File: src/design/bcpk_pkg.sv
// Shared types, constants and the candidate preference function of the best-candidate table.
package bcpk_pkg;

    localparam int TABLE_SIZE = 32;
    localparam int IDX_W      = $clog2(TABLE_SIZE);
    localparam int CNT_W      = $clog2(TABLE_SIZE + 1);
    localparam int KEY_W      = 31;
    localparam int VAL_W      = 32;
    localparam int ENTRY_W    = 2 * KEY_W + 2 * VAL_W + 1;
    localparam int TDATA_W    = ((ENTRY_W + 7) / 8) * 8;
    localparam int TUSER_W    = 2;

    typedef struct packed {
        logic [VAL_W-1:0] fitness;
        logic             energy_ok;
        logic [VAL_W-1:0] energy;
        logic [KEY_W-1:0] match_key;
        logic [KEY_W-1:0] query_key;
    } entry_t;

    typedef enum logic [TUSER_W-1:0] {
        STATUS_SELECTED = 2'd0,
        STATUS_DROPPED  = 2'd1,
        STATUS_EMPTY    = 2'd2
    } status_t;

    typedef enum logic {
        OUT_ENTRY,
        OUT_SINGLE
    } out_sel_t;

    typedef struct packed {
        logic     load_item;
        logic     idx_clear;
        logic     idx_inc;
        logic     rd_en;
        logic     wr_hit;
        logic     wr_new;
        logic     cnt_clear;
        logic     out_load;
        out_sel_t out_sel;
    } ctl_cmd_t;

    typedef struct packed {
        logic kind_drain;
        logic cnt_zero;
        logic cnt_full;
        logic idx_last;
        logic key_hit;
        logic offer_wins;
        logic out_free;
    } dp_stat_t;

    function automatic logic prefer_offer(entry_t offer, entry_t stored);
        logic result;
        if (offer.energy_ok && stored.energy_ok && (offer.energy != stored.energy))
        begin
            result = $signed(offer.energy) > $signed(stored.energy);
        end
        else if (offer.fitness != stored.fitness)
        begin
            result = offer.fitness < stored.fitness;
        end
        else
        begin
            result = offer.match_key < stored.match_key;
        end
        return result;
    endfunction

endpackage

File: src/design/bcpk_ram.sv
// Generic single-write, single-read RAM with registered read data.
module bcpk_ram #(
    parameter int WIDTH = 8,
    parameter int DEPTH = 16
) (
    input  logic                     clk,
    input  logic                     wr_en,
    input  logic [$clog2(DEPTH)-1:0] wr_addr,
    input  logic [WIDTH-1:0]         wr_data,
    input  logic                     rd_en,
    input  logic [$clog2(DEPTH)-1:0] rd_addr,
    output logic [WIDTH-1:0]         rd_data
);

    logic [WIDTH-1:0] mem [DEPTH];
    logic [WIDTH-1:0] rd_data_reg;

    always_ff @(posedge clk)
    begin
        if (wr_en)
        begin
            mem[wr_addr] <= wr_data;
        end
        if (rd_en)
        begin
            rd_data_reg <= mem[rd_addr];
        end
    end

    assign rd_data = rd_data_reg;

endmodule

File: src/design/bcpk_datapath.sv
// Datapath: item register, slot RAM, fill count, scan index and output register.
module bcpk_datapath (
    input  logic                      clk,
    input  logic                      rst_n,
    input  bcpk_pkg::ctl_cmd_t        cmd,
    output bcpk_pkg::dp_stat_t        stat,
    input  logic [bcpk_pkg::TDATA_W-1:0] s_tdata,
    input  logic                      s_tuser,
    output logic                      m_tvalid,
    input  logic                      m_tready,
    output logic [bcpk_pkg::TDATA_W-1:0] m_tdata,
    output logic [bcpk_pkg::TUSER_W-1:0] m_tuser,
    output logic                      m_tlast
);
    import bcpk_pkg::*;

    logic             kind_reg;
    entry_t           item_reg;
    logic [CNT_W-1:0] cnt_reg;
    logic [CNT_W-1:0] cnt_next;
    logic [IDX_W-1:0] idx_reg;
    logic [IDX_W-1:0] idx_next;
    logic             out_valid_reg;
    logic             out_valid_next;
    entry_t           out_entry_reg;
    status_t          out_status_reg;
    logic             out_last_reg;

    entry_t           rd_entry;
    logic             wr_en;
    logic [IDX_W-1:0] wr_addr;

    assign wr_en   = cmd.wr_hit || cmd.wr_new;
    assign wr_addr = cmd.wr_hit ? idx_reg : cnt_reg[IDX_W-1:0];

    bcpk_ram #(
        .WIDTH (ENTRY_W),
        .DEPTH (TABLE_SIZE)
    ) u_slots (
        .clk     (clk),
        .wr_en   (wr_en),
        .wr_addr (wr_addr),
        .wr_data (item_reg),
        .rd_en   (cmd.rd_en),
        .rd_addr (idx_reg),
        .rd_data (rd_entry)
    );

    assign stat.kind_drain = kind_reg;
    assign stat.cnt_zero   = (cnt_reg == '0);
    assign stat.cnt_full   = (cnt_reg == CNT_W'(TABLE_SIZE));
    assign stat.idx_last   = ((CNT_W'(idx_reg) + CNT_W'(1)) == cnt_reg);
    assign stat.key_hit    = (rd_entry.query_key == item_reg.query_key);
    assign stat.offer_wins = prefer_offer(item_reg, rd_entry);
    assign stat.out_free   = !out_valid_reg || m_tready;

    always_comb
    begin
        cnt_next = cnt_reg;
        if (cmd.cnt_clear)
        begin
            cnt_next = '0;
        end
        else if (cmd.wr_new)
        begin
            cnt_next = cnt_reg + CNT_W'(1);
        end

        idx_next = idx_reg;
        if (cmd.idx_clear)
        begin
            idx_next = '0;
        end
        else if (cmd.idx_inc)
        begin
            idx_next = idx_reg + IDX_W'(1);
        end

        out_valid_next = out_valid_reg;
        if (cmd.out_load)
        begin
            out_valid_next = 1'b1;
        end
        else if (m_tready)
        begin
            out_valid_next = 1'b0;
        end
    end

    always_ff @(posedge clk or negedge rst_n)
    begin
        if (!rst_n)
        begin
            cnt_reg       <= '0;
            idx_reg       <= '0;
            out_valid_reg <= 1'b0;
        end
        else
        begin
            cnt_reg       <= cnt_next;
            idx_reg       <= idx_next;
            out_valid_reg <= out_valid_next;
        end
    end

    always_ff @(posedge clk)
    begin
        if (cmd.load_item)
        begin
            kind_reg <= s_tuser;
            item_reg <= s_tdata[ENTRY_W-1:0];
        end
        if (cmd.out_load)
        begin
            unique case (cmd.out_sel)
                OUT_ENTRY:
                begin
                    out_entry_reg  <= rd_entry;
                    out_status_reg <= STATUS_SELECTED;
                    out_last_reg   <= stat.idx_last;
                end
                OUT_SINGLE:
                begin
                    out_entry_reg  <= kind_reg ? '0 : item_reg;
                    out_status_reg <= kind_reg ? STATUS_EMPTY : STATUS_DROPPED;
                    out_last_reg   <= 1'b1;
                end
                default:
                begin
                    out_entry_reg  <= rd_entry;
                    out_status_reg <= STATUS_SELECTED;
                    out_last_reg   <= stat.idx_last;
                end
            endcase
        end
    end

    assign m_tvalid = out_valid_reg;
    assign m_tdata  = {{(TDATA_W - ENTRY_W){1'b0}}, out_entry_reg};
    assign m_tuser  = out_status_reg;
    assign m_tlast  = out_last_reg;

endmodule

File: src/design/bcpk_ctrl.sv
// Controller: sequences lookup, update, insert, drain and single results.
module bcpk_ctrl (
    input  logic               clk,
    input  logic               rst_n,
    input  logic               s_tvalid,
    output logic               s_tready,
    input  bcpk_pkg::dp_stat_t stat,
    output bcpk_pkg::ctl_cmd_t cmd
);
    import bcpk_pkg::*;

    typedef enum logic [2:0] {
        ST_IDLE,
        ST_DISPATCH,
        ST_READ,
        ST_CMP,
        ST_EMIT,
        ST_SINGLE
    } state_t;

    state_t state_reg;
    state_t state_next;

    always_comb
    begin
        state_next = state_reg;
        cmd        = '0;
        cmd.out_sel = OUT_ENTRY;
        s_tready   = 1'b0;
        unique case (state_reg)
            ST_IDLE:
            begin
                s_tready = 1'b1;
                if (s_tvalid)
                begin
                    cmd.load_item = 1'b1;
                    cmd.idx_clear = 1'b1;
                    state_next    = ST_DISPATCH;
                end
            end
            ST_DISPATCH:
            begin
                if (stat.cnt_zero)
                begin
                    if (stat.kind_drain)
                    begin
                        state_next = ST_SINGLE;
                    end
                    else
                    begin
                        cmd.wr_new = 1'b1;
                        state_next = ST_IDLE;
                    end
                end
                else
                begin
                    state_next = ST_READ;
                end
            end
            ST_READ:
            begin
                cmd.rd_en  = 1'b1;
                state_next = stat.kind_drain ? ST_EMIT : ST_CMP;
            end
            ST_CMP:
            begin
                if (stat.key_hit)
                begin
                    cmd.wr_hit = stat.offer_wins;
                    state_next = ST_IDLE;
                end
                else if (stat.idx_last)
                begin
                    if (stat.cnt_full)
                    begin
                        state_next = ST_SINGLE;
                    end
                    else
                    begin
                        cmd.wr_new = 1'b1;
                        state_next = ST_IDLE;
                    end
                end
                else
                begin
                    cmd.idx_inc = 1'b1;
                    state_next  = ST_READ;
                end
            end
            ST_EMIT:
            begin
                if (stat.out_free)
                begin
                    cmd.out_load = 1'b1;
                    if (stat.idx_last)
                    begin
                        cmd.cnt_clear = 1'b1;
                        state_next    = ST_IDLE;
                    end
                    else
                    begin
                        cmd.idx_inc = 1'b1;
                        state_next  = ST_READ;
                    end
                end
            end
            ST_SINGLE:
            begin
                if (stat.out_free)
                begin
                    cmd.out_load = 1'b1;
                    cmd.out_sel  = OUT_SINGLE;
                    state_next   = ST_IDLE;
                end
            end
            default:
            begin
                state_next = ST_IDLE;
            end
        endcase
    end

    always_ff @(posedge clk or negedge rst_n)
    begin
        if (!rst_n)
        begin
            state_reg <= ST_IDLE;
        end
        else
        begin
            state_reg <= state_next;
        end
    end

endmodule

File: src/design/best_candidate_per_key_table.sv
// Top level of the best-candidate-per-key table.
//
// Channel  Dir  Handshake            Content
// s_*      in   s_tvalid/s_tready    offer or drain item, kind in s_tuser
// m_*      out  m_tvalid/m_tready    table entry or marker, status in m_tuser, m_tlast
//
// An offer scans the slots up to a key hit or the fill count; a new key on an empty table
// is written without a scan, and a dropped offer then emits its own result.
// Scan is one RAM read and one key compare per slot.
// A drain reads and emits each of its n entries in turn, or one empty marker on an empty table.
// Reset clears the fill count, scan index, controller and output valid; the slot RAM needs no clearing.
// A stalled output holds the scan; the next item is taken while the last result waits.
module best_candidate_per_key_table (
    input  logic                          clk,
    input  logic                          rst_n,
    input  logic                          s_tvalid,
    output logic                          s_tready,
    // query_key[30:0], match_key[61:31], energy[93:62], energy_finite[94], fitness[126:95]
    input  logic [bcpk_pkg::TDATA_W-1:0]  s_tdata,
    // kind
    input  logic                          s_tuser,
    output logic                          m_tvalid,
    input  logic                          m_tready,
    // out_query_key[30:0], out_match_key[61:31], out_energy[93:62],
    // out_energy_finite[94], out_fitness[126:95]
    output logic [bcpk_pkg::TDATA_W-1:0]  m_tdata,
    // status
    output logic [bcpk_pkg::TUSER_W-1:0]  m_tuser,
    output logic                          m_tlast
);
    import bcpk_pkg::*;

    ctl_cmd_t cmd;
    dp_stat_t stat;

    bcpk_ctrl u_ctrl (
        .clk      (clk),
        .rst_n    (rst_n),
        .s_tvalid (s_tvalid),
        .s_tready (s_tready),
        .stat     (stat),
        .cmd      (cmd)
    );

    bcpk_datapath u_datapath (
        .clk      (clk),
        .rst_n    (rst_n),
        .cmd      (cmd),
        .stat     (stat),
        .s_tdata  (s_tdata),
        .s_tuser  (s_tuser),
        .m_tvalid (m_tvalid),
        .m_tready (m_tready),
        .m_tdata  (m_tdata),
        .m_tuser  (m_tuser),
        .m_tlast  (m_tlast)
    );

endmodule
File: config.mk
export PLATFORM = sky130hd
export DESIGN_NAME = best_candidate_per_key_table
export DESIGN_NICKNAME = d
export VERILOG_FILES = /design/src/design/bcpk_pkg.sv /design/src/design/bcpk_ram.sv /design/src/design/bcpk_datapath.sv /design/src/design/bcpk_ctrl.sv /design/src/design/best_candidate_per_key_table.sv
export SDC_FILE = /design/constraint.sdc
export NUM_CORES = 2
export LEC_CHECK = 0
export BUFFER_PORTS_ARGS = -buffer_cell sky130_fd_sc_hd__buf_2
export CAP_MARGIN = 25
export CORE_MARGIN = 8
export CORE_UTILIZATION = 40
export CTS_BUF_LIST = sky130_fd_sc_hd__clkbuf_16
export CTS_CLUSTER_DIAMETER = 200
export CTS_CLUSTER_SIZE = 10
export DETAILED_ROUTE_END_ITERATION = 16
export MAX_ROUTING_LAYER = met4
export SYNTH_ARGS = -nofsm -noshare
export SYNTH_HDL_FRONTEND = slang
export SYNTH_HIERARCHICAL = 1
export SYNTH_SLANG_ARGS = --single-unit
File: constraint.sdc
create_clock -name clk -period 20.4 [get_ports clk]
set_input_delay 6.12 -clock clk [delete_from_list [all_inputs] [get_ports clk]]
set_output_delay 6.12 -clock clk [all_outputs]
set_load 0.02 [all_outputs]
### After elaboration in Yosys (flattened, before gate mapping)

Memories as Yosys holds them, arrays and structs flattened. A register that Yosys moved wholly into a read port is not among the register bits.
Cells that the tools add are included.

* $add $sub $neg: 3
* magnitude comparators: 3
* equal/unequal tests: 13
* multiplexer cells: 49
* bitwise logic cells: 1
* reductions and logical operators: 11

Operators by type and width (number)
* case mux 127 bit (2 select lines): 1
* 2-to-1 mux 127 bit: 1
* != test 32 bit: 2
* > comparator 32 bit: 1
* less-than comparator 32 bit: 1
* equality test 31 bit: 1
* less-than comparator 31 bit: 1
* 2-to-1 mux 3 bit: 9
* 2-to-1 mux 1 bit: 21
* case mux 3 bit (6 select lines): 1
* 2-to-1 mux 5 bit: 3
* 2-to-1 mux 2 bit: 6
* 2-to-1 mux 6 bit: 2
* case mux 1 bit (2 select lines): 4
* adder 5 x 1 -> 6 bit, second input constant: 1
* adder 6 x 1 -> 6 bit, second input constant: 1
* equality test 3 x 2 -> 1 bit, second input constant: 2
* equality test 3 bit, second input constant: 2
* equality test 6 bit: 1
* equality test 6 bit, second input constant: 1
* logical NOT 6 bit: 1
* != test 2 bit, second input constant: 3
* nonzero test 2 bit: 3
* adder 5 x 1 -> 5 bit, second input constant: 1
* other kinds (8): 10

* register bits after elaboration: 273
* RAM bits: 4064
* input port bits: 133
* output and inout port bits: 133
* word-level logic and storage cells: 98
* memories kept: 1

Memory list
* u_datapath.u_slots.mem: depth 32, bits a word 127, rd ports 1, clocked after memory_dff 1, write ports 1, RTL line bcpk_ram.sv:15 `logic [WIDTH-1:0] mem [DEPTH];`

### Logic depth before layout (Yosys ltp)

* word-level depth: 8
* gate-level depth with buffers: 17
* gate-level depth less buffers: 15

### Modules after synthesis

The synthesis kept the hierarchy.

By module, submodules not included
* bcpk_ram: instances 1, cells an instance 6384, area each 155306.5 um^2, seq. area each 125850.7 um^2
* bcpk_datapath: instances 1, cells an instance 1043, area each 12638.4 um^2, seq. area each 8047.7 um^2
* bcpk_ctrl: instances 1, cells an instance 46, area each 349.1 um^2, seq. area each 75.1 um^2

### Worst setup path before layout

OpenSTA, ideal clock, no wires.

* path type: in2reg
* start point: in m_tready
* end point: reg u_datapath.out_entry_reg (netlist bit u_datapath/m_tdata[100]) (data pin)
* setup time: 0.152 ns
* arrival: 13.564 ns
* data required time: 20.248 ns
* setup slack: 6.683 ns
* cell stages on the path: 10
* buffers on the path: 3
* path through: nand2b_1 nand2_1 nor2_1 and2_1 nor2b_1 clkbuf_1 clkbuf_1 clkbuf_1 nand2_1 o21ai_0

RTL lines
* from (decl): RTL line best_candidate_per_key_table.sv:23 `input logic m_tready,`
* to (signal assigned): RTL line bcpk_datapath.sv:118 `out_entry_reg <= rd_entry;`
* to (signal assigned): RTL line bcpk_datapath.sv:124 `out_entry_reg <= kind_reg ? '0 : item_reg;`
* to (signal assigned): RTL line bcpk_datapath.sv:130 `out_entry_reg <= rd_entry;`
* to (decl): RTL line bcpk_datapath.sv:25 `entry_t out_entry_reg;`

==> summary.md <==
| Metric | Value |
|---|---|
| Outcome | `complete, no violations` |
| Initial antenna violation count | `15` |
| Syn Std Cell Area | `0.168 sq mm` |
| Resized cells post-CTS | `0` |
| Final hold vios | `0` |
| Worst-path maximum fanout | `36` |
| DRT iter0 DRCs | `9847` |
| Final Max Slew Viols | `0` |
| Reg-to-reg endpoint | `u_datapath/u_slots/mem[27][79]` |
| Post-Route WL | `458 mm` |
| Gate Count Post-Synth | `7473` |
| Sw Ratio | `0.251` |
| Final setup violation count | `0` |
| Ys async rst share | `0.00336` |
| WS Path Type | `flop to flop` |
| Area growth from synthesis to layout | `13.4%` |
| Post-placement cell area | `0.177 sq mm` |
| Inserted Clock Buffers | `485` |
| Setup TNS | `0 ps` |
| Post-route ant nets | `0` |
| Syn avg cell area | `22.5 sq um` |
| Worst hold slack | `569 ps` |
| Sequential power share | `0.506` |
| Number of vias per cell | `6.00` |
| Startpoint types | `flop` |
| Area leader, netlist | `edfxtp_1` |
| Number of post-CTS setup repair buffers | `0` |
| Post-CTS Hold Fix Bufs | `0` |
| Power Density | `114 mW/mm^2` |
| Min Clock Period, post-route | `10100 ps` |
| I/O pins | `266` |
| Required @ worst endpoint | `20970 ps` |
| Reg2reg setup slack | `10300 ps` |
| Routability cong. | `0.770` |
| Initial Util | `0.401` |
| Synth area leaders | `edfxtp_1, mux4_2, o22ai_1, mux2i_1, ha_1` |
| Fillers | `34400` |
| Max reg flops | `4064` |
| Sw Pwr | `5490 uW` |
| # DRC | `0` |
| Die ar. | `0.442 sq mm` |
| Clock Tree Buf Depth | `4` |
| CP endpoint kind | `flop` |
| Worst r2r src | `u_datapath/item_reg[105]` |
| Synthesized flop and latch total | `4464` |
| Final core occ | `0.455` |
| Most instantiated cells after synthesis | `edfxtp_1, mux4_2, o22ai_1` |
| Internal power | `16400 uW` |
| Clock Skew | `92.1 ps` |
| Root buf cell | `clkbuf_16` |
| Post-synth EDFFs | `4449` |
| TritonCTS clock tree | `done` |
| Final Cycle Share | `0.495` |
| CP Launch Point | `u_datapath/item_reg[105]` |
| Slew HR | `0.223` |
| Wire length per cell | `33.4 um` |
| Synth warnings | `6` |
| Horiz. Die Dim | `665 um` |
| CORE AREA | `0.420 sq mm` |
| Top-count cell post-synth | `edfxtp_1` |
| Comb pwr share | `0.148` |
| Detailed Place HPWL | `229 mm` |
| CP endpoint | `u_datapath/u_slots/mem[27][79]` |
| RSZ-0062 raised after global routing | `no` |
| Total grt overflow | `0` |
| P_leak | `0.0584 uW` |
| Final instance area | `0.191 sq mm` |
| First-pass GRT wire length | `637 mm` |
| Via Count | `82200` |
| Die Height | `665 um` |
| Primary FF master, synth | `edfxtp_1` |
| Clock share of power | `0.346` |
| Share of layout cells above drive strength 1 | `0.255` |
| GRT Util Overall | `0.207` |
| Clock Sinks | `4464` |
| Clock transition at the registers of the reported paths | `60 ps` |
| Largest net degree at the start of global routing | `105` |
| CP Data Arrival Time | `10670 ps` |
| PnR worst setup slack | `10300 ps` |
| Max-Cap Viols | `0` |
| Worst IR Drop VDD | `0.000101 V` |
| FP Rows | `238` |
| Biggest register | `u_datapath/u_slots/mem` |
| Dpl ws | `9940 ps` |
| Syn nets | `7703` |
| Peak Freq | `99.0 MHz` |
| Clk_lat worst skew | `1010 ps` |
| Cell count of the worst reg-to-reg path | `16` |
| Seq/Total Area, Yosys | `0.796` |
| Worst hold path class | `flop to flop` |
| Vias in the first global route | `83500` |
| CTS H-Tree Depth | `5` |
| Yosys top cell area share | `0.794` |
| Port bufs | `263` |
| Nets | `8348` |
| Worst Max-Slew Pin Slew | `1160 ps` |
| Synth unique cells | `60` |
| TritonRoute pass-1 iters | `6` |
[area by class of cell]
cell class / count / area, sq um / share of cell area
Antenna cell: 12 / 30.0 / 0.000157
Timing Repair Buffer: 550 / 4580 / 0.0240
Clock inverter: 61 / 754 / 0.00395
Clock buffer: 485 / 12100 / 0.0636
Tap cell: 5520 / 6910 / 0.0362
Sequential cell: 4464 / 134000 / 0.702
Inverter: 132 / 495 / 0.00260
Multi-Input combinational cell: 2485 / 32000 / 0.168
[per-layer routing]
layer	GRT usage	routed length, um	vias to the layer above
met5	-	0	-
met4	0.0530	12900	0
met3	0.0303	34900	700
met2	0.341	228000	3686
met1	0.273	182000	45100
li1	-	-	32800
[placed cells by master (no fill, tap or decap), types with 29 or more instances in the layout]
cell	synthesis	routed
edfxtp_1	4449	4449
mux4_2	952	952
clkbuf_16	0	485
o22ai_1	445	445
buf_2	119	263
buf_4	63	218
inv_1	132	162
nand2_1	160	158
o21ai_0	139	139
mux2i_1	131	131
nor4_1	119	119
ha_1	97	97
a22oi_1	96	96
nand3_1	48	47
nand4_1	38	38
a21oi_1	36	36
nor2_4	0	35
buf_16	0	35
buf_12	0	32
xor2_1	29	29
[cell families after synthesis]
kind of cell / share of synthesized area
other: 0.0000223
flip-flops: 0.796
multiplexers: 0.135
AO/OA/AOI/OAI: 0.0281
adder cells (fa/ha/maj): 0.00721
XOR/XNOR: 0.00234
buffers and inverters: 0.0157
AND/OR/NAND/NOR: 0.0152
[stage by stage]
step                power [uW]  std cells
finish                   21800      13700
global route             22600      13700
CTS                      22000      13700
detailed placement       14500      13100
global placement         14400      13100
floorplan                13500       7473
[worst max-delay path, cell delays in order (launching register included)]
cell	delay, ps
edfxtp_1	980
ha_1	290
nand4_1	160
or4_4	600
nor3_2	810
nand2_1	190
a2111oi_2	730
a21boi_1	160
mux2i_1	810
nand3_1	150
nor3b_1	830
nand2_1	110
o21ai_0	200
nand3_1	700
nor2_4	1050
buf_4	870
buf_4	910
[worst min-delay path by stage]
stage                                   start                           end  slack (ps)  cells past startpoint
2_1_floorplan  u_datapath/u_slots/rd_data[65]        u_datapath/m_tdata[65]         560                      2
3_3_place_gp            u_datapath/cnt_reg[5]         u_datapath/cnt_reg[5]         590                      2
3_5_place_dp   u_datapath/u_slots/rd_data[31]        u_datapath/m_tdata[31]         600                      2
4_1_cts        u_datapath/u_slots/rd_data[31]        u_datapath/m_tdata[31]         610                      2
5_1_grt                u_datapath/item_reg[8]  u_datapath/u_slots/mem[7][8]         580                      0
6_report               u_datapath/item_reg[8]  u_datapath/u_slots/mem[7][8]         570                      0
[power by group through the flow]
stage | combinational, uW | sequential (uW) | clock [uW]
3_5_place_dp | 3130 | 11300 | 0
3_3_place_gp | 3060 | 11300 | 0
4_1_cts | 3140 | 11100 | 7690
6_report | 3230 | 11100 | 7550
5_1_grt | 3480 | 11100 | 8020
2_1_floorplan | 2150 | 11300 | 0
(Power assumes the default switching activity.)
